### config.mk
export PLATFORM = sky130hd
export DESIGN_NAME = xm_pattern_row_to_tone_words_unit
export DESIGN_NICKNAME = d
export VERILOG_FILES = /design/src/hw/rtl/xmpr_pkg.sv /design/src/hw/rtl/xmpr_front.sv /design/src/hw/rtl/xmpr_queue.sv /design/src/hw/rtl/xmpr_back.sv /design/src/hw/rtl/xm_pattern_row_to_tone_words_unit.sv
export SDC_FILE = /design/constraint.sdc
export NUM_CORES = 1
export LEC_CHECK = 0
export BUFFER_PORTS_ARGS = -buffer_cell sky130_fd_sc_hd__buf_2
export CAP_MARGIN = 20
export CELL_PAD_IN_SITES_DETAIL_PLACEMENT = 0
export CELL_PAD_IN_SITES_GLOBAL_PLACEMENT = 1
export CORE_MARGIN = 3
export CORE_UTILIZATION = 50
export CTS_CLUSTER_DIAMETER = 40
export DETAILED_ROUTE_END_ITERATION = 12
export PLACE_DENSITY = 0.95
export SLEW_MARGIN = 40
export SYNTH_ARGS = -nofsm -noshare
export SYNTH_HDL_FRONTEND = slang
export SYNTH_SLANG_ARGS = --single-unit
export TNS_END_PERCENT = 10
### constraint.sdc
create_clock -name clk_i -period 15.3 [get_ports clk_i]
set_clock_uncertainty 0.05 [all_clocks]
set_input_delay 3.825 -clock clk_i [delete_from_list [all_inputs] [get_ports clk_i]]
set_output_delay 3.825 -clock clk_i [all_outputs]
set_load 0.1 [all_outputs]
### src/hw/rtl/xmpr_pkg.sv
package xmpr_pkg;

  localparam int NOTE_TABLE_SIZE = 96;
  localparam int QUEUE_DEPTH = 2;
  localparam int CNT_W = 13;
  localparam logic [5:0] NUM_CHANNELS_RESET = 6'd3;
  localparam logic [5:0] MAX_CHANNELS = 6'd32;
  localparam logic [1:0] REG_NUM_CHANNELS = 2'd0;

  localparam logic [7:0] NOTE_OFF = 8'd97;
  localparam logic [7:0] DRUM_NOTE_LO = 8'd49;
  localparam logic [7:0] DRUM_NOTE_HI = 8'd60;
  localparam logic [7:0] INSTR_DRUM_A = 8'd9;
  localparam logic [7:0] INSTR_DRUM_B = 8'd10;
  localparam logic [7:0] FX_EXTENDED = 8'h0e;
  localparam logic [3:0] FX_FINETUNE = 4'h5;
  localparam logic [7:0] DUTY_BASE = 8'h80;
  localparam logic [15:0] TONE_REST = 16'h0100;
  localparam logic [CNT_W-1:0] CNT_MAX = 13'd4095;

  localparam longint unsigned Rom_Div = 64'd58562090;

  typedef logic [CNT_W-1:0] rom_t [NOTE_TABLE_SIZE];

  typedef struct packed {
    logic       clear;
    logic [7:0] note;
    logic [7:0] instr;
    logic [7:0] effect;
    logic [7:0] param;
  } event_t;

  function automatic rom_t build_rom();
    rom_t r;
    longint unsigned semi_tenths [12];
    longint unsigned num;
    semi_tenths = '{64'd20930, 64'd22174, 64'd23492, 64'd24890, 64'd26370, 64'd27938,
                    64'd29600, 64'd31360, 64'd33224, 64'd35200, 64'd37292, 64'd39510};
    for (int i = 0; i < NOTE_TABLE_SIZE; i++) begin
      num = semi_tenths[i % 12] << (16 + (i / 12));
      r[i] = CNT_W'(num / Rom_Div);
    end
    return r;
  endfunction

  localparam rom_t CNT_ROM = build_rom();

endpackage

### src/hw/rtl/xmpr_front.sv
module xmpr_front (
  input  logic                 clk_i,
  input  logic                 rst_ni,
  input  logic                 accept_i,
  input  logic [7:0]           pattern_byte_i,
  input  logic                 pattern_start_i,
  output logic                 evt_push_o,
  output xmpr_pkg::event_t     evt_o
);

  logic [4:0] mask_q, mask_d;
  logic       clr_q, clr_d;
  logic [7:0] note_q, note_d, instr_q, instr_d, effect_q, effect_d, param_q, param_d;

  logic [4:0] mask_cur;
  logic [7:0] note_cur, instr_cur, effect_cur, param_cur;
  logic       finish;

  always_comb begin
    mask_cur   = pattern_start_i ? 5'd0 : mask_q;
    note_cur   = (pattern_start_i || mask_q == 5'd0) ? 8'd0 : note_q;
    instr_cur  = (pattern_start_i || mask_q == 5'd0) ? 8'd0 : instr_q;
    effect_cur = (pattern_start_i || mask_q == 5'd0) ? 8'd0 : effect_q;
    param_cur  = (pattern_start_i || mask_q == 5'd0) ? 8'd0 : param_q;
    mask_d   = mask_cur;
    note_d   = note_cur;
    instr_d  = instr_cur;
    effect_d = effect_cur;
    param_d  = param_cur;
    finish   = 1'b0;
    if (mask_cur == 5'd0) begin
      if (pattern_byte_i[7]) begin
        mask_d = pattern_byte_i[4:0];
        finish = (pattern_byte_i[4:0] == 5'd0);
      end else begin
        note_d = pattern_byte_i;
        mask_d = 5'b11110;
      end
    end else begin
      priority if (mask_cur[0]) begin
        note_d    = pattern_byte_i;
        mask_d[0] = 1'b0;
      end else if (mask_cur[1]) begin
        instr_d   = pattern_byte_i;
        mask_d[1] = 1'b0;
      end else if (mask_cur[2]) begin
        // volume byte is dropped
        mask_d[2] = 1'b0;
      end else if (mask_cur[3]) begin
        effect_d  = pattern_byte_i;
        mask_d[3] = 1'b0;
      end else begin
        param_d   = pattern_byte_i;
        mask_d[4] = 1'b0;
      end
      finish = (mask_d == 5'd0);
    end
    // a row restart is carried to the back end with the next finished event
    clr_d = finish ? 1'b0 : (clr_q | pattern_start_i);
  end

  assign evt_push_o   = accept_i & finish;
  assign evt_o.clear  = clr_q | pattern_start_i;
  assign evt_o.note   = note_d;
  assign evt_o.instr  = instr_d;
  assign evt_o.effect = effect_d;
  assign evt_o.param  = param_d;

  always_ff @(posedge clk_i or negedge rst_ni) begin
    if (!rst_ni) begin
      mask_q <= 5'd0;
      clr_q  <= 1'b0;
    end else if (accept_i) begin
      mask_q <= mask_d;
      clr_q  <= clr_d;
    end
  end

  always_ff @(posedge clk_i) begin
    if (accept_i) begin
      note_q   <= note_d;
      instr_q  <= instr_d;
      effect_q <= effect_d;
      param_q  <= param_d;
    end
  end

endmodule

### src/hw/rtl/xmpr_queue.sv
module xmpr_queue #(
  parameter int Depth = xmpr_pkg::QUEUE_DEPTH
) (
  input  logic             clk_i,
  input  logic             rst_ni,
  input  logic             push_i,
  input  xmpr_pkg::event_t data_i,
  output logic             full_o,
  output logic             empty_o,
  input  logic             pop_i,
  output xmpr_pkg::event_t data_o
);

  localparam int PtrW = (Depth > 1) ? $clog2(Depth) : 1;
  localparam int CntW = $clog2(Depth + 1);

  xmpr_pkg::event_t mem_q [Depth];
  logic [PtrW-1:0] wr_ptr_q, wr_ptr_d, rd_ptr_q, rd_ptr_d;
  logic [CntW-1:0] cnt_q, cnt_d;

  assign full_o  = (cnt_q == CntW'(Depth));
  assign empty_o = (cnt_q == '0);
  assign data_o  = mem_q[rd_ptr_q];

  always_comb begin
    wr_ptr_d = wr_ptr_q;
    rd_ptr_d = rd_ptr_q;
    cnt_d    = cnt_q;
    if (push_i) begin
      wr_ptr_d = (wr_ptr_q == PtrW'(Depth - 1)) ? '0 : wr_ptr_q + 1'b1;
    end
    if (pop_i) begin
      rd_ptr_d = (rd_ptr_q == PtrW'(Depth - 1)) ? '0 : rd_ptr_q + 1'b1;
    end
    unique case ({push_i, pop_i})
      2'b10:   cnt_d = cnt_q + 1'b1;
      2'b01:   cnt_d = cnt_q - 1'b1;
      default: cnt_d = cnt_q;
    endcase
  end

  always_ff @(posedge clk_i or negedge rst_ni) begin
    if (!rst_ni) begin
      wr_ptr_q <= '0;
      rd_ptr_q <= '0;
      cnt_q    <= '0;
    end else begin
      wr_ptr_q <= wr_ptr_d;
      rd_ptr_q <= rd_ptr_d;
      cnt_q    <= cnt_d;
    end
  end

  always_ff @(posedge clk_i) begin
    if (push_i) begin
      mem_q[wr_ptr_q] <= data_i;
    end
  end

endmodule

### src/hw/rtl/xmpr_back.sv
module xmpr_back (
  input  logic             clk_i,
  input  logic             rst_ni,
  input  logic [5:0]       num_channels_i,
  input  logic             evt_avail_i,
  input  xmpr_pkg::event_t evt_i,
  output logic             pop_o,
  output logic             out_valid_o,
  input  logic             out_ready_i,
  output logic [4:0]       drum_code_o,
  output logic [7:0]       tone0_high_o,
  output logic [7:0]       tone0_low_o,
  output logic [7:0]       tone1_high_o,
  output logic [7:0]       tone1_low_o,
  output logic [7:0]       tone2_high_o,
  output logic [7:0]       tone2_low_o
);

  localparam int CW = xmpr_pkg::CNT_W;

  logic [15:0] tone_q [3];
  logic [15:0] tone_d [3];
  logic [4:0]  ch_q, ch_d;
  logic [4:0]  drum_q, drum_d;
  logic        out_valid_q;
  logic [4:0]  out_drum_q;
  logic [15:0] out_tone_q [3];

  logic        slot_free, row_end;
  logic [5:0]  limit;
  logic [15:0] tone_base [3];
  logic [4:0]  ch_base, drum_base, drum_new;
  logic        note_ok;
  logic [6:0]  rom_idx;
  logic [CW-1:0] rom_cnt, cnt;
  logic signed [CW+1:0] tuned;
  logic [7:0]  duty_hi;
  logic [15:0] word;

  assign slot_free = !out_valid_q || out_ready_i;
  assign pop_o     = evt_avail_i && slot_free;

  always_comb begin
    note_ok = (evt_i.note != 8'd0) && (evt_i.note <= 8'(xmpr_pkg::NOTE_TABLE_SIZE)) &&
              (evt_i.instr < xmpr_pkg::INSTR_DRUM_A);
    rom_idx = note_ok ? 7'(evt_i.note - 8'd1) : 7'd0;
    rom_cnt = xmpr_pkg::CNT_ROM[rom_idx];
    cnt     = rom_cnt;
    tuned   = $signed({2'b00, rom_cnt}) + $signed({{(CW-2){1'b0}}, evt_i.param[3:0]})
              - $signed((CW+2)'(8));
    if (evt_i.effect == xmpr_pkg::FX_EXTENDED && evt_i.param[7:4] == xmpr_pkg::FX_FINETUNE) begin
      if (tuned < 0) begin
        cnt = '0;
      end else if (tuned > $signed({2'b00, xmpr_pkg::CNT_MAX})) begin
        cnt = xmpr_pkg::CNT_MAX;
      end else begin
        cnt = CW'(tuned);
      end
    end
    duty_hi = xmpr_pkg::DUTY_BASE | {4'(evt_i.instr[3:0] - 4'd1), 4'd0};
    if (evt_i.note == xmpr_pkg::NOTE_OFF) begin
      word = 16'd0;
    end else if (note_ok) begin
      word = {duty_hi | {4'd0, cnt[11:8]}, cnt[7:0]};
    end else begin
      word = xmpr_pkg::TONE_REST;
    end
  end

  always_comb begin
    if (num_channels_i == 6'd0) begin
      limit = 6'd1;
    end else if (num_channels_i > xmpr_pkg::MAX_CHANNELS) begin
      limit = xmpr_pkg::MAX_CHANNELS;
    end else begin
      limit = num_channels_i;
    end
    for (int k = 0; k < 3; k++) begin
      tone_base[k] = evt_i.clear ? 16'd0 : tone_q[k];
    end
    ch_base   = evt_i.clear ? 5'd0 : ch_q;
    drum_base = evt_i.clear ? 5'd0 : drum_q;
    for (int k = 0; k < 3; k++) begin
      tone_d[k] = (ch_base == 5'(k)) ? word : tone_base[k];
    end
    drum_new = drum_base;
    if (evt_i.note >= xmpr_pkg::DRUM_NOTE_LO && evt_i.note <= xmpr_pkg::DRUM_NOTE_HI) begin
      if (evt_i.instr == xmpr_pkg::INSTR_DRUM_A) begin
        drum_new = 5'(evt_i.note - 8'd47);
      end else if (evt_i.instr == xmpr_pkg::INSTR_DRUM_B) begin
        drum_new = 5'(evt_i.note - 8'd35);
      end
    end
    row_end = ({1'b0, ch_base} + 6'd1) >= limit;
    ch_d    = row_end ? 5'd0 : ch_base + 5'd1;
    drum_d  = row_end ? 5'd0 : drum_new;
  end

  always_ff @(posedge clk_i or negedge rst_ni) begin
    if (!rst_ni) begin
      ch_q        <= 5'd0;
      drum_q      <= 5'd0;
      out_valid_q <= 1'b0;
      for (int k = 0; k < 3; k++) begin
        tone_q[k] <= 16'd0;
      end
    end else begin
      if (pop_o) begin
        ch_q   <= ch_d;
        drum_q <= drum_d;
        for (int k = 0; k < 3; k++) begin
          tone_q[k] <= tone_d[k];
        end
      end
      if (pop_o && row_end) begin
        out_valid_q <= 1'b1;
      end else if (out_ready_i) begin
        out_valid_q <= 1'b0;
      end
    end
  end

  always_ff @(posedge clk_i) begin
    if (pop_o && row_end) begin
      out_drum_q <= drum_new;
      for (int k = 0; k < 3; k++) begin
        out_tone_q[k] <= tone_d[k];
      end
    end
  end

  assign out_valid_o  = out_valid_q;
  assign drum_code_o  = out_drum_q;
  assign tone0_high_o = out_tone_q[0][15:8];
  assign tone0_low_o  = out_tone_q[0][7:0];
  assign tone1_high_o = out_tone_q[1][15:8];
  assign tone1_low_o  = out_tone_q[1][7:0];
  assign tone2_high_o = out_tone_q[2][15:8];
  assign tone2_low_o  = out_tone_q[2][7:0];

`ifndef ASSERT_OFF
  a_pop_needs_slot: assert property (@(posedge clk_i) disable iff (!rst_ni)
    pop_o |-> (!out_valid_q || out_ready_i))
    else $error("event taken while result slot busy");
  a_row_end_shows: assert property (@(posedge clk_i) disable iff (!rst_ni)
    (pop_o && row_end) |=> out_valid_o)
    else $error("row end did not raise a result");
  a_drum_range: assert property (@(posedge clk_i) disable iff (!rst_ni)
    out_valid_o |-> (drum_code_o != 5'd1 && drum_code_o <= 5'd25))
    else $error("drum code out of range");
  a_ch_bound: assert property (@(posedge clk_i) disable iff (!rst_ni)
    ({1'b0, ch_q} < xmpr_pkg::MAX_CHANNELS))
    else $error("channel index beyond row");
`endif

endmodule

### src/hw/rtl/xm_pattern_row_to_tone_words_unit.sv
// Packed pattern row decoder. Takes one pattern byte per cycle on the input
// channel while the queue is not full (pattern_start_i restarts the row parse
// before its byte) and, when the last channel event of a row completes,
// delivers one result: the row's drum code and the tone words of channels
// 0..2. The byte parser feeds finished events through a small queue
// (QUEUE_DEPTH entries) to the tone stage, which does the counter ROM lookup,
// detune and clamp, so sustained rate is one byte per cycle while results
// are taken. A held result stalls the tone stage only; the parser keeps
// taking bytes until the queue fills. Register num_channels (byte address 0,
// reset 3) may only be written while the block is idle.
module xm_pattern_row_to_tone_words_unit #(
  parameter int QUEUE_DEPTH = xmpr_pkg::QUEUE_DEPTH
) (
  input  logic        clk_i,
  input  logic        rst_ni,
  input  logic        psel,
  input  logic        penable,
  input  logic        pwrite,
  input  logic [1:0]  paddr,
  input  logic [31:0] pwdata,
  output logic [31:0] prdata,
  output logic        pready,
  input  logic        in_valid_i,
  output logic        in_ready_o,
  input  logic [7:0]  pattern_byte_i,
  input  logic        pattern_start_i,
  output logic        out_valid_o,
  input  logic        out_ready_i,
  output logic [4:0]  drum_code_o,
  output logic [7:0]  tone0_high_o,
  output logic [7:0]  tone0_low_o,
  output logic [7:0]  tone1_high_o,
  output logic [7:0]  tone1_low_o,
  output logic [7:0]  tone2_high_o,
  output logic [7:0]  tone2_low_o
);

  logic [5:0]        num_channels_q;
  logic              accept, push, pop, full, empty;
  xmpr_pkg::event_t  evt_in, evt_out;

  assign pready = 1'b1;
  assign prdata = (paddr == xmpr_pkg::REG_NUM_CHANNELS) ? {26'd0, num_channels_q} : 32'd0;

  always_ff @(posedge clk_i or negedge rst_ni) begin
    if (!rst_ni) begin
      num_channels_q <= xmpr_pkg::NUM_CHANNELS_RESET;
    end else if (psel && penable && pwrite) begin
      num_channels_q <= pwdata[5:0];
    end
  end

  assign in_ready_o = !full;
  assign accept     = in_valid_i && !full;

  xmpr_front u_front (
    .clk_i,
    .rst_ni,
    .accept_i        (accept),
    .pattern_byte_i,
    .pattern_start_i,
    .evt_push_o      (push),
    .evt_o           (evt_in)
  );

  xmpr_queue #(
    .Depth (QUEUE_DEPTH)
  ) u_queue (
    .clk_i,
    .rst_ni,
    .push_i  (push),
    .data_i  (evt_in),
    .full_o  (full),
    .empty_o (empty),
    .pop_i   (pop),
    .data_o  (evt_out)
  );

  xmpr_back u_back (
    .clk_i,
    .rst_ni,
    .num_channels_i (num_channels_q),
    .evt_avail_i    (!empty),
    .evt_i          (evt_out),
    .pop_o          (pop),
    .out_valid_o,
    .out_ready_i,
    .drum_code_o,
    .tone0_high_o,
    .tone0_low_o,
    .tone1_high_o,
    .tone1_low_o,
    .tone2_high_o,
    .tone2_low_o
  );

endmodule

# Word level (Yosys, flattened, before mapping)
# Memories as Yosys holds them, arrays and structs flattened.
# Cells that the tools add are included.
[word_totals]
regBits = 112
mem_bits_rw = 114
mem_bits_ro = 1664
in_bits = 50
elab_cells = 145
memories = 3
[mem_list]
columns = ["memory", "words", "width", "rd", "rd_clocked_by_memory_dff", "wr", "line", "source"]
rows = [
  ["(name not given)", 128, 13, 1, 0, 0, "xmpr_back.sv:47", "rom_cnt = xmpr_pkg::CNT_ROM[rom_idx];"],
  ["u_queue.mem_q", 2, 33, 1, 0, 1, "xmpr_queue.sv:17", "xmpr_pkg::event_t mem_q [Depth];"],
  ["u_back.out_tone_q", 3, 16, 3, 0, 3, "xmpr_back.sv:27", "logic [15:0] out_tone_q [3];"],
]
[classes]
add_sub_neg = 12
n_lt_le_gt_ge = 9
eq_ne = 10
n_mux = 65
bitwise_logic = 4
n_reduce_logical = 25
[ops]
columns = ["op", "count"]
rows = [
  ["8-bit two-way mux", 20],
  ["16-bit two-way mux", 8],
  ["5-bit two-way mux", 10],
  ["12-bit two-way mux", 3],
  ["13-bit two-way mux", 2],
  ["5-bit logical NOT", 5],
  ["8-bit by 4-bit equality test with 1-bit output, second input constant", 3],
  ["6-bit two-way mux", 3],
  ["15-bit by 13-bit greater-than comparator with 1-bit output, second input constant", 1],
  ["15-bit by 1-bit less-than comparator with 1-bit output, second input constant", 1],
  ["14-bit by 4-bit subtractor with 15-bit output, second input constant", 1],
  ["13-bit by 4-bit adder with 14-bit output", 1],
  ["1-bit two-way mux", 13],
  ["1-bit logical AND", 9],
  ["8-bit by 7-bit equality test with 1-bit output, second input constant", 1],
  ["8-bit by 6-bit >= comparator with 1-bit output, second input constant", 1],
  ["8-bit >= comparator, second input constant", 1],
  ["8-bit by 6-bit less-or-equal comparator with 1-bit output, second input constant", 1],
  ["8-bit by 7-bit less-or-equal comparator with 1-bit output, second input constant", 1],
  ["8-bit by 4-bit less-than comparator with 1-bit output, second input constant", 1],
  ["4-bit two-way mux", 2],
  ["7-bit inverter with 8-bit output", 1],
  ["8-bit by 4-bit OR with 8-bit output", 1],
  ["8-bit nonzero test", 1],
  ["27 further kinds", 34],
]

# Longest topological paths before layout
# Gate-level depths: netlist of the first run.
# An unclocked memory read counts as a cell.
[logic_depth]
ltp_word = 19
ltp_mapped = 37
ltp_nobuf = 30

# Modules after synthesis
# Synthesis of the first run repeated with hierarchy kept, for this count alone.
[unflattened]
hier_cells = 1320
hier_area_um2 = 13345.3
[by_module_without_submodules]
columns = ["mod", "n_inst", "cells_each", "area_each_um2", "seq_area_each_um2"]
rows = [
  ["xmpr_back", 1, 958, 8265.4, 3067.9],
  ["xmpr_queue", 1, 119, 2717.6, 2082.0],
  ["xmpr_front", 1, 191, 1866.8, 1111.1],
  ["xm_pattern_row_to_tone_words_unit", 1, 52, 495.5, 152.6],
]

# Worst setup path before layout of the first run
# OpenSTA, ideal clock, no wires.
[synth_path]
path_type = "input to output"
start = "input port paddr[1]"
end = "output port prdata[5]"
arrival_ns = 5.888
t_required_ns = 11.425
slack_ns = 5.537
stages = 1
path_cell_list = "nor3_1"
[synth_between]
elab_chain_cells = 2
[synth_rtl]
columns = ["element", "line", "source"]
rows = [
  ["start: declaration", "xm_pattern_row_to_tone_words_unit.sv:19", "input logic [1:0] paddr,"],
  ["2-bit logical NOT", "xm_pattern_row_to_tone_words_unit.sv:43", "assign prdata = (paddr == xmpr_pkg::REG_NUM_CHANNELS) ? {26'd0, num_channels_q} : 32'd0;"],
  ["6-bit two-way mux", "xm_pattern_row_to_tone_words_unit.sv:43", ""],
  ["end: declaration", "xm_pattern_row_to_tone_words_unit.sv:21", "output logic [31:0] prdata,"],
]
# No other way between the ends.

==> results.cfg, run 1 <==
[outcome]
status = complete, no violations

[global_routing]
grt_start_max_net_pins = 76
grt_pass1_wl_microns = 53700
grt_pass1_vias = 9952
antenna_found_initial = 0
grt_usage_pct = 23.4
overflow = 0

[cts]
clockRootBuffer = clkbuf_16
cts_htree_levels = 1
cts_sinks = 226
postCtsSetupBuffers = 0
clk_latency_ns = 0.53
cts_resized = 0
cts_buffers = 27
path_clk_slew_ns = 0.06
cts_tree = done
clk_path_buf_depth = 3
hold_buffers = 0

[layout]
multi_input_area_sq_mm = 0.00599
seq_area_sq_mm = 0.00641
diodes = 0
area_delta_synth_final_pct = 12.4
post-route-util_pct = 57.3
stdcell_count = 1712
drive_gt1_share_pct = 16.6
fill_cells = 2186
final_area_sq_mm = 0.0145
layout.nets = 1458

[pwr]
power.switching_mw = 1.23
clockPowerShare_pct = 24.0
p_leak_nw = 5.64
combPwrFrac_pct = 44.4
power.switching_fraction_pct = 45.0
seq_power_share_pct = 31.6
p_total_mw = 2.73
power.density_mw_per_mm2 = 188
p_int_mw = 1.50
ir_drop_v = 0.000160

[sta]
max-slew-margin-rel_pct = 46.8
slew_violations = 0
hold_violations = 0
fmax_mhz = 111
rsz0062_at_grt = no
setup_violations = 0
fin_setup_tns_ns = 0
period_needed_ns = 9.00
worst_pin_slew_ns = 0.795
min_period_over_period_pct = 58.8

[yosys]
synthArstFlopShare_pct = 33.2
ys_warn_count = 0
syn_area_sq_mm = 0.0129
ys_ff_latch = 226
syn_inst = 1285
syn_area_per_cell_sq_um = 10.0
ys.flop_type = edfxtp_1
synth_cell_types = 101
ys_seq_area_share_pct = 49.8
synth_edf_count = 151

[floorplan]
start_util_pct = 51.0
dieWidth_microns = 167
die_h_microns = 167
dieArea_sq_mm = 0.0277
ios = 138
rows = 58
coreArea_sq_mm = 0.0253

[critical_path]
cp-end-kind = flop
start_kind = flop
slowest_stage = nor2_1
cp.required_ns = 15.50
critPathMaxFanout = 45
max_stage_delay_ns = 0.68
cp.arrival_ns = 9.20
critPathKind = reg -> reg

[placed_design]
place_congestion = 0.969
hpwl_microns = 23500
dp.cells = 1662
placed_area_sq_mm = 0.0135
io_buffers = 84

[detailed_routing]
drt-pass1-iter-count = 8
first_iter_violations = 1000
ant_nets = 0
vias = 10300
drc = 0
vias_per_cell = 6.02
post_drt_wl_per_cell_microns = 19.5
wl_microns = 33300

[run]
cap_violations = 0

[hold_path]
hold_class = reg -> reg
per-layer routing:
metal  track usage, %  part of all wire, %  up-vias
met2             38.9                   48      412
li1                 -                    -     4834
met3             2.87                  6.2       76
met4             6.31                  2.9        0
met1             32.7                   43     4987
met5                0                    0        -
synthesized netlist by cell type (all sizes together) (6+ instances only):
master / number / area, sq um
a211oi: 12 / 105
a21o: 8 / 60.1
a21oi: 61 / 309
a31oi: 8 / 65.1
a32oi: 13 / 114
and2: 12 / 75.1
buf: 48 / 324
clkbuf: 32 / 121
dfrtp: 73 / 1830
edfxtp: 151 / 4530
ha: 46 / 576
inv: 42 / 158
mux2: 21 / 244
mux2i: 17 / 203
nand2: 261 / 985
nand2b: 17 / 106
nand3: 44 / 230
nor2: 66 / 250
nor2b: 11 / 68.8
nor3: 21 / 131
nor4: 14 / 115
o211ai: 7 / 52.6
o21ai: 126 / 638
o221ai: 14 / 123
o22a: 6 / 52.6
o22ai: 9 / 68.8
o31ai: 18 / 164
or2: 7 / 43.8
or3: 7 / 43.8
xnor2: 17 / 149
xor2: 11 / 96.3
final timing paths:
path / end / cells past startpoint / slack [ns] / start
worst max-delay path: u_back.out_tone_q[0][41]$_DFFE_PP_ / 30 / 6.30 / u_queue.rd_ptr_q$_DFFE_PN0P_
min in group asynchronous: u_back.tone_q[39]$_DFFE_PN0P_ / 1 / 3.26 / rst_ni
max in group asynchronous: u_front.mask_q[3]$_DFFE_PN0P_ / 1 / 11.41 / rst_ni
worst min register to register: u_back.drum_q[2]$_DFFE_PN0P_ / 2 / 0.43 / u_back.drum_q[2]$_DFFE_PN0P_
worst max register to register: u_back.out_tone_q[0][41]$_DFFE_PP_ / 30 / 6.30 / u_queue.rd_ptr_q$_DFFE_PN0P_
worst min-delay path: u_back.drum_q[2]$_DFFE_PN0P_ / 2 / 0.43 / u_back.drum_q[2]$_DFFE_PN0P_
state kept, by name, indices dropped and copies added, names as in the netlist:
name / cells
num_channels_q: 6
u_back.ch_q: 5
u_back.drum_code_o: 5
u_back.drum_q: 5
u_back.out_tone_q: 48
u_back.out_valid_o: 1
u_back.tone_q: 48
u_front.clr_q: 1
u_front.effect_q: 8
u_front.instr_q: 8
u_front.mask_q: 5
u_front.note_q: 8
u_front.param_q: 8
u_queue.cnt_q: 2
u_queue.mem_q: 66
u_queue.rd_ptr_q: 1
u_queue.wr_ptr_q: 1
placed cells by master (no fill, tap or decap), types with 34 or more instances in the layout:
cell type  count
o21ai_1       34
dfrtp_1       73
nor2_1        63
inv_1         39
o21ai_0       89
nand3_1       42
buf_2         83
a21oi_1       58
nand2_1      259
edfxtp_1     151
ha_1          46
power groups by stage:
stage,registers (mW),clock network [mW],logic [mW]
6_report,0.863,0.654,1.21
2_1_floorplan,1.09,0,0.706
3_5_place_dp,0.874,0,1.19
3_3_place_gp,0.868,0,1.18
4_1_cts,0.863,0.663,1.20
5_1_grt,0.876,0.690,1.31
layout make-up:
| class | count | share of cell area (%) |
|---|---|---|
| sequential | 226 | 44.3 |
| multi-input combinational | 962 | 41.4 |
| clock buffer | 31 | 4.91 |
| timing repair buffer | 102 | 3.88 |
| tap | 330 | 2.85 |
| clock inverter | 19 | 1.57 |
| inverter | 42 | 1.11 |
logic make-up after synthesis:
family | Yosys count | synth area share (%)
AO/OA/AOI/OAI | 333 | 17.4
AND/OR/NAND/NOR | 487 | 17.8
other | 2 | 0.0583
multiplexers | 40 | 3.82
buffers and inverters | 122 | 4.68
flip-flops | 226 | 49.8
adder cells (fa/ha/maj) | 47 | 4.62
XOR/XNOR | 28 | 1.90
per-stage QoR:
step | setup slack (ns) | hold WS [ns]
6_report | 6.30 | 0.434
5_1_grt | 5.70 | 0.456
4_1_cts | 6.46 | 0.434
3_5_place_dp | 6.50 | 0.415
3_3_place_gp | 6.64 | 0.406
2_1_floorplan | 5.54 | 0.394
critical path: cells and delay by family (launching register included):
kind | cells | cell delay (ns)
muxes | 1 | 0.41
buffers and inverters | 5 | 1.08
and+or+nand+nor | 6 | 2.42
AOI/OAI and AO/OA | 12 | 2.74
DFF | 1 | 0.34
xor gates and xnor gates | 1 | 0.21
adders and majority gates | 5 | 1.45
Power figures use the tool's default switching activity.
==> run 2, diff against run 1 <==
CORE_UTILIZATION = 42   (was 50)
PLACE_DENSITY = 0.88   (was 0.95)
clock period = 8.2 ns   (was 15.3 ns; I/O delays follow)
==> results.cfg, run 2 (synthesis gave the netlist of run 1 again) <==
[sta]
period_needed_ns = 7.32
slew_violations = 0
min_period_over_period_pct = 89.3
fmax_mhz = 137
rsz0062_at_grt = no
layout_setup_ws_ns = 0.879
hold_violations = 0
worst_pin_slew_ns = 0.848
fin_setup_tns_ns = 0
max-slew-margin-rel_pct = 43.2
setup_violations = 0

[critical_path]
start_kind = flop
cp.arrival_ns = 7.51
r2r-start = u_queue.rd_ptr_q$_DFFE_PN0P_
slowest_stage = dfrtp_2
max_stage_delay_ns = 0.69
critPathMaxFanout = 26
crit_start = u_queue.rd_ptr_q$_DFFE_PN0P_
critPathKind = reg -> reg
cp-end-kind = flop
cp.required_ns = 8.38

[detailed_routing]
first_iter_violations = 924
drt-pass1-iter-count = 5
post_drt_wl_per_cell_microns = 18.6
wl_microns = 33700
drc = 0
vias = 10400
ant_nets = 0
vias_per_cell = 5.70

[layout]
diodes = 0
drive_gt1_share_pct = 19.3
final_cell_mix = 259 x nand2_1, 151 x edfxtp_1, 89 x o21ai_0
layout.nets = 1501
reg_top3 = u_queue.mem_q: 66 flops, u_back.out_tone_q: 48 flops, u_back.tone_q: 48 flops
stdcell_count = 1815
layout_commonest_cell = nand2_1
largest_reg_flops = 66
area_delta_synth_final_pct = 15.5
largest-register = u_queue.mem_q

[cts]
cts_resized = 0
clk_latency_ns = 0.53
hold_buffers = 0
cts_tree = done
cts_sinks = 226
clk_path_buf_depth = 3
postCtsSetupBuffers = 0
path_clk_slew_ns = 0.06
clockRootBuffer = clkbuf_16
cts_buffers = 27
cts_htree_levels = 1

[floorplan]
dieWidth_microns = 181
coreArea_sq_mm = 0.0300
start_util_pct = 43.0
dieArea_sq_mm = 0.0328
die_h_microns = 181
ios = 138
rows = 63

[global_routing]
grt_usage_pct = 19.9
antenna_found_initial = 0
grt_pass1_vias = 9864
grt_pass1_wl_microns = 53800
grt_start_max_net_pins = 76
overflow = 0

[hold_path]
hold_path.startpoint = u_back.tone_q[12]$_DFFE_PN0P_
hold_class = reg -> reg

[pwr]
power.density_mw_per_mm2 = 346
p_leak_nw = 5.85
ir_drop_v = 0.000249

[placed_design]
io_buffers = 84
place_congestion = 0.930
dp.cells = 1765
hpwl_microns = 24700
dp_slack_ns = 0.895

[run]
cap_violations = 0

[outcome]
status = complete, no violations
==> run 2: changes by cell type in the layout (fill, tap and decap cells not counted), moves of 2 or more <==
cell        change
inv_2           +2
buf_4          +43
inv_6           -2
clkinvlp_4      +2
clkinv_8        +2
==> run 2: critical path: cells and delay by family (launching register included) <==
family / cells / cell delay, ns
adder cells (fa/ha/maj): 4 / 0.91
buffers and inverters: 5 / 0.85
multiplexers: 2 / 0.55
XOR/XNOR: 1 / 0.20
AND/OR/NAND/NOR: 7 / 1.61
flip-flops: 1 / 0.69
AO/OA/AOI/OAI: 10 / 2.16
==> run 2: cell type report <==
class,instances,area (sq um)
clock buffer,29,693
clock inverter,21,253
fill,2764,15100
inverter,42,158
multi-input combinational,962,5990
sequential,226,6410
tap,390,488
timing repair buffer,145,885
==> run 2: metal layers <==
layer | GRT usage, % | share of wire [%]
met3 | 2.86 | 6.5
met1 | 27.7 | 44
met4 | 5.73 | 2.8
met5 | 0 | 0
met2 | 32.8 | 47
==> run 2: report_power, final <==
| group | internal [mW] | switching [mW] | total, mW |
|---|---|---|---|
| registers | 1.51 | 0.122 | 1.63 |
| clock network | 0.725 | 0.481 | 1.21 |
| logic | 0.623 | 1.69 | 2.31 |
| total | 2.86 | 2.29 | 5.15 |
==> run 2: final timing paths <==
check	end	slack (ns)	depth (start not counted)
worst min-delay path	u_back.tone_q[12]$_DFFE_PN0P_	0.43	2
worst max register to register	u_back.out_tone_q[0][8]$_DFFE_PP_	0.88	29
min in group asynchronous	u_front.mask_q[3]$_DFFE_PN0P_	1.50	1
max in group asynchronous	u_queue.rd_ptr_q$_DFFE_PN0P_	6.05	1
worst max-delay path	u_back.out_tone_q[0][8]$_DFFE_PP_	0.88	29
worst min register to register	u_back.tone_q[12]$_DFFE_PN0P_	0.43	2
==> run 2: metrics by stage <==
step	utilization [%]	power (mW)	hold slack, ns	cell area (sq um)
floorplan	-	3.35	0.394	13000
global placement	46.4	3.90	0.407	13900
detailed placement	46.5	3.94	0.413	13900
CTS	49.7	5.15	0.427	14900
global route	49.7	5.43	0.447	14900
finish	49.7	5.15	0.425	14900
==> run 3, diff against run 2 <==
PLACE_DENSITY = not set   (was 0.88)
PLACE_DENSITY_LB_ADDON = 0.12   (was not set)
==> results.cfg, run 3 (synthesis gave the netlist of run 1 again) <==
[outcome]
status = complete, no violations

[detailed_routing]
vias_per_cell = 5.66
drc = 0
first_iter_violations = 855
wl_microns = 34900
ant_nets = 0
vias = 10400
post_drt_wl_per_cell_microns = 19.0
drt-pass1-iter-count = 5

[layout]
fill_cells = 2809
largest_reg_flops = 66
layout_commonest_cell = nand2_1
drive_gt1_share_pct = 20.2
reg_top3 = u_queue.mem_q: 66 flops, u_back.out_tone_q: 48 flops, u_back.tone_q: 48 flops
area_delta_synth_final_pct = 17.6
largest-register = u_queue.mem_q
final_cell_mix = 259 x nand2_1, 151 x edfxtp_1, 89 x o21ai_0
diodes = 0
layout.nets = 1514

[sta]
min_period_over_period_pct = 91.8
hold_violations = 0
period_needed_ns = 7.52
hold_slack_ns = 0.423
slew_violations = 0
max-slew-margin-rel_pct = 41.9
setup_violations = 0
worst_pin_slew_ns = 0.869
fmax_mhz = 133
fin_setup_tns_ns = 0
rsz0062_at_grt = no
layout_setup_ws_ns = 0.676

[critical_path]
cp.arrival_ns = 7.77
cp-end-kind = flop
slowest_stage = dfrtp_2
cp.required_ns = 8.44
start_kind = flop
critPathKind = reg -> reg
reg2reg_to = u_back.out_tone_q[0][33]$_DFFE_PP_
reg2reg_setup_slack_ns = 0.68
max_stage_delay_ns = 0.78
critPathMaxFanout = 31
r2r-start = u_queue.rd_ptr_q$_DFFE_PN0P_
cp_common_cell = ha_1
worstRegToRegCells = 28

[floorplan]
rows = 63
dieWidth_microns = 181
dieArea_sq_mm = 0.0328
coreArea_sq_mm = 0.0300
ios = 138
die_h_microns = 181
start_util_pct = 43.0

[placed_design]
io_buffers = 84
hpwl_microns = 25000
dp_slack_ns = 0.753
place_congestion = 0.871

[global_routing]
grt_pass1_vias = 9794
grt_usage_pct = 20.5
overflow = 0
grt_start_max_net_pins = 54
antenna_found_initial = 0
grt_pass1_wl_microns = 54800

[cts]
cts_htree_levels = 2
clk_path_buf_depth = 3
clockRootBuffer = clkbuf_16
postCtsSetupBuffers = 0
clk_latency_ns = 0.51
cts_buffers = 34
path_clk_slew_ns = 0.06
cts_sinks = 226
cts_resized = 0
hold_buffers = 0
cts_tree = done

[pwr]
combPwrFrac_pct = 42.7
p_total_mw = 5.40
power.switching_mw = 2.37
power.density_mw_per_mm2 = 356
clockPowerShare_pct = 26.9
p_int_mw = 3.03
p_leak_nw = 5.98
ir_drop_v = 0.000243
power.switching_fraction_pct = 43.9
seq_power_share_pct = 30.4

[hold_path]
min_path_cells = 2
hold_path.startpoint = u_back.drum_q[4]$_DFFE_PN0P_
hold_end = u_back.drum_q[4]$_DFFE_PN0P_
hold_class = reg -> reg

[run]
cap_violations = 0
[run 3: cell count changes in the layout (fill, tap and decap cells not counted), moves of 2 or more]
| cell | change |
|---|---|
| buf_4 | +7 |
| inv_2 | -2 |
| clkinv_8 | -4 |
| a21oi_1 | +2 |
| clkbuf_1 | +3 |
| clkbuf_16 | +7 |
| inv_6 | +2 |
| a21oi_2 | -2 |
| inv_8 | +2 |
[run 3: stage by stage]
stage	instance area, sq um	utilization (%)	std cells
floorplan	13000	-	1310
global placement	14000	46.6	1771
detailed placement	14000	46.7	1771
CTS	15100	50.6	1833
global route	15100	50.6	1833
finish	15100	50.6	1833
[run 3: per-layer routing]
layer / global-route usage, % / routed length [microns] / up-vias
met3: 2.88 / 2060 / 79
met2: 32.8 / 16300 / 365
met5: 0 / 0 / -
met4: 6.12 / 929 / 0
li1: - / - / 4946
met1: 29.2 / 15700 / 4979
[run 3: area by class of cell]
| class | count | area [sq um] | area share, % |
|---|---|---|---|
| Sequential cell | 226 | 6410 | 42.4 |
| Multi-Input combinational cell | 962 | 5990 | 39.6 |
| Timing Repair Buffer | 151 | 926 | 6.11 |
| Clock buffer | 39 | 880 | 5.81 |
| Tap cell | 390 | 488 | 3.22 |
| Clock inverter | 23 | 283 | 1.87 |
| Inverter | 42 | 160 | 1.06 |
[run 3: worst max-delay path: cells and delay by family (launching register included)]
| kind | cells | cell delay [ns] |
|---|---|---|
| compound gates | 12 | 3.05 |
| xor+xnor | 1 | 0.37 |
| fa+ha+maj | 4 | 1.33 |
| buf+inv | 3 | 0.36 |
| flops | 1 | 0.78 |
| mux | 2 | 0.44 |
| simple gates | 6 | 0.91 |
[run 3: power groups by stage]
stage          Clock (mW)  Sequential, mW  Combinational (mW)
6_report             1.45            1.64                2.31
5_1_grt              1.54            1.67                2.48
4_1_cts              1.48            1.64                2.30
3_5_place_dp            0            1.66                2.29
3_3_place_gp            0            1.66                2.28
2_1_floorplan           0            2.04                1.32
[run 3: worst max-delay path by stage]
stage	startpoint	to	slack, ns	depth (start not counted)
2_1_floorplan	u_queue.rd_ptr_q$_DFFE_PN0P_	u_back.out_tone_q[0][24]$_DFFE_PP_	0.99	34
3_3_place_gp	u_queue.rd_ptr_q$_DFFE_PN0P_	u_back.out_tone_q[0][34]$_DFFE_PP_	0.84	28
3_5_place_dp	u_queue.rd_ptr_q$_DFFE_PN0P_	u_back.out_tone_q[0][3]$_DFFE_PP_	0.75	28
4_1_cts	u_queue.rd_ptr_q$_DFFE_PN0P_	u_back.out_tone_q[0][33]$_DFFE_PP_	0.69	28
5_1_grt	u_queue.rd_ptr_q$_DFFE_PN0P_	u_back.out_tone_q[0][3]$_DFFE_PP_	0.21	28
6_report	u_queue.rd_ptr_q$_DFFE_PN0P_	u_back.out_tone_q[0][33]$_DFFE_PP_	0.68	28
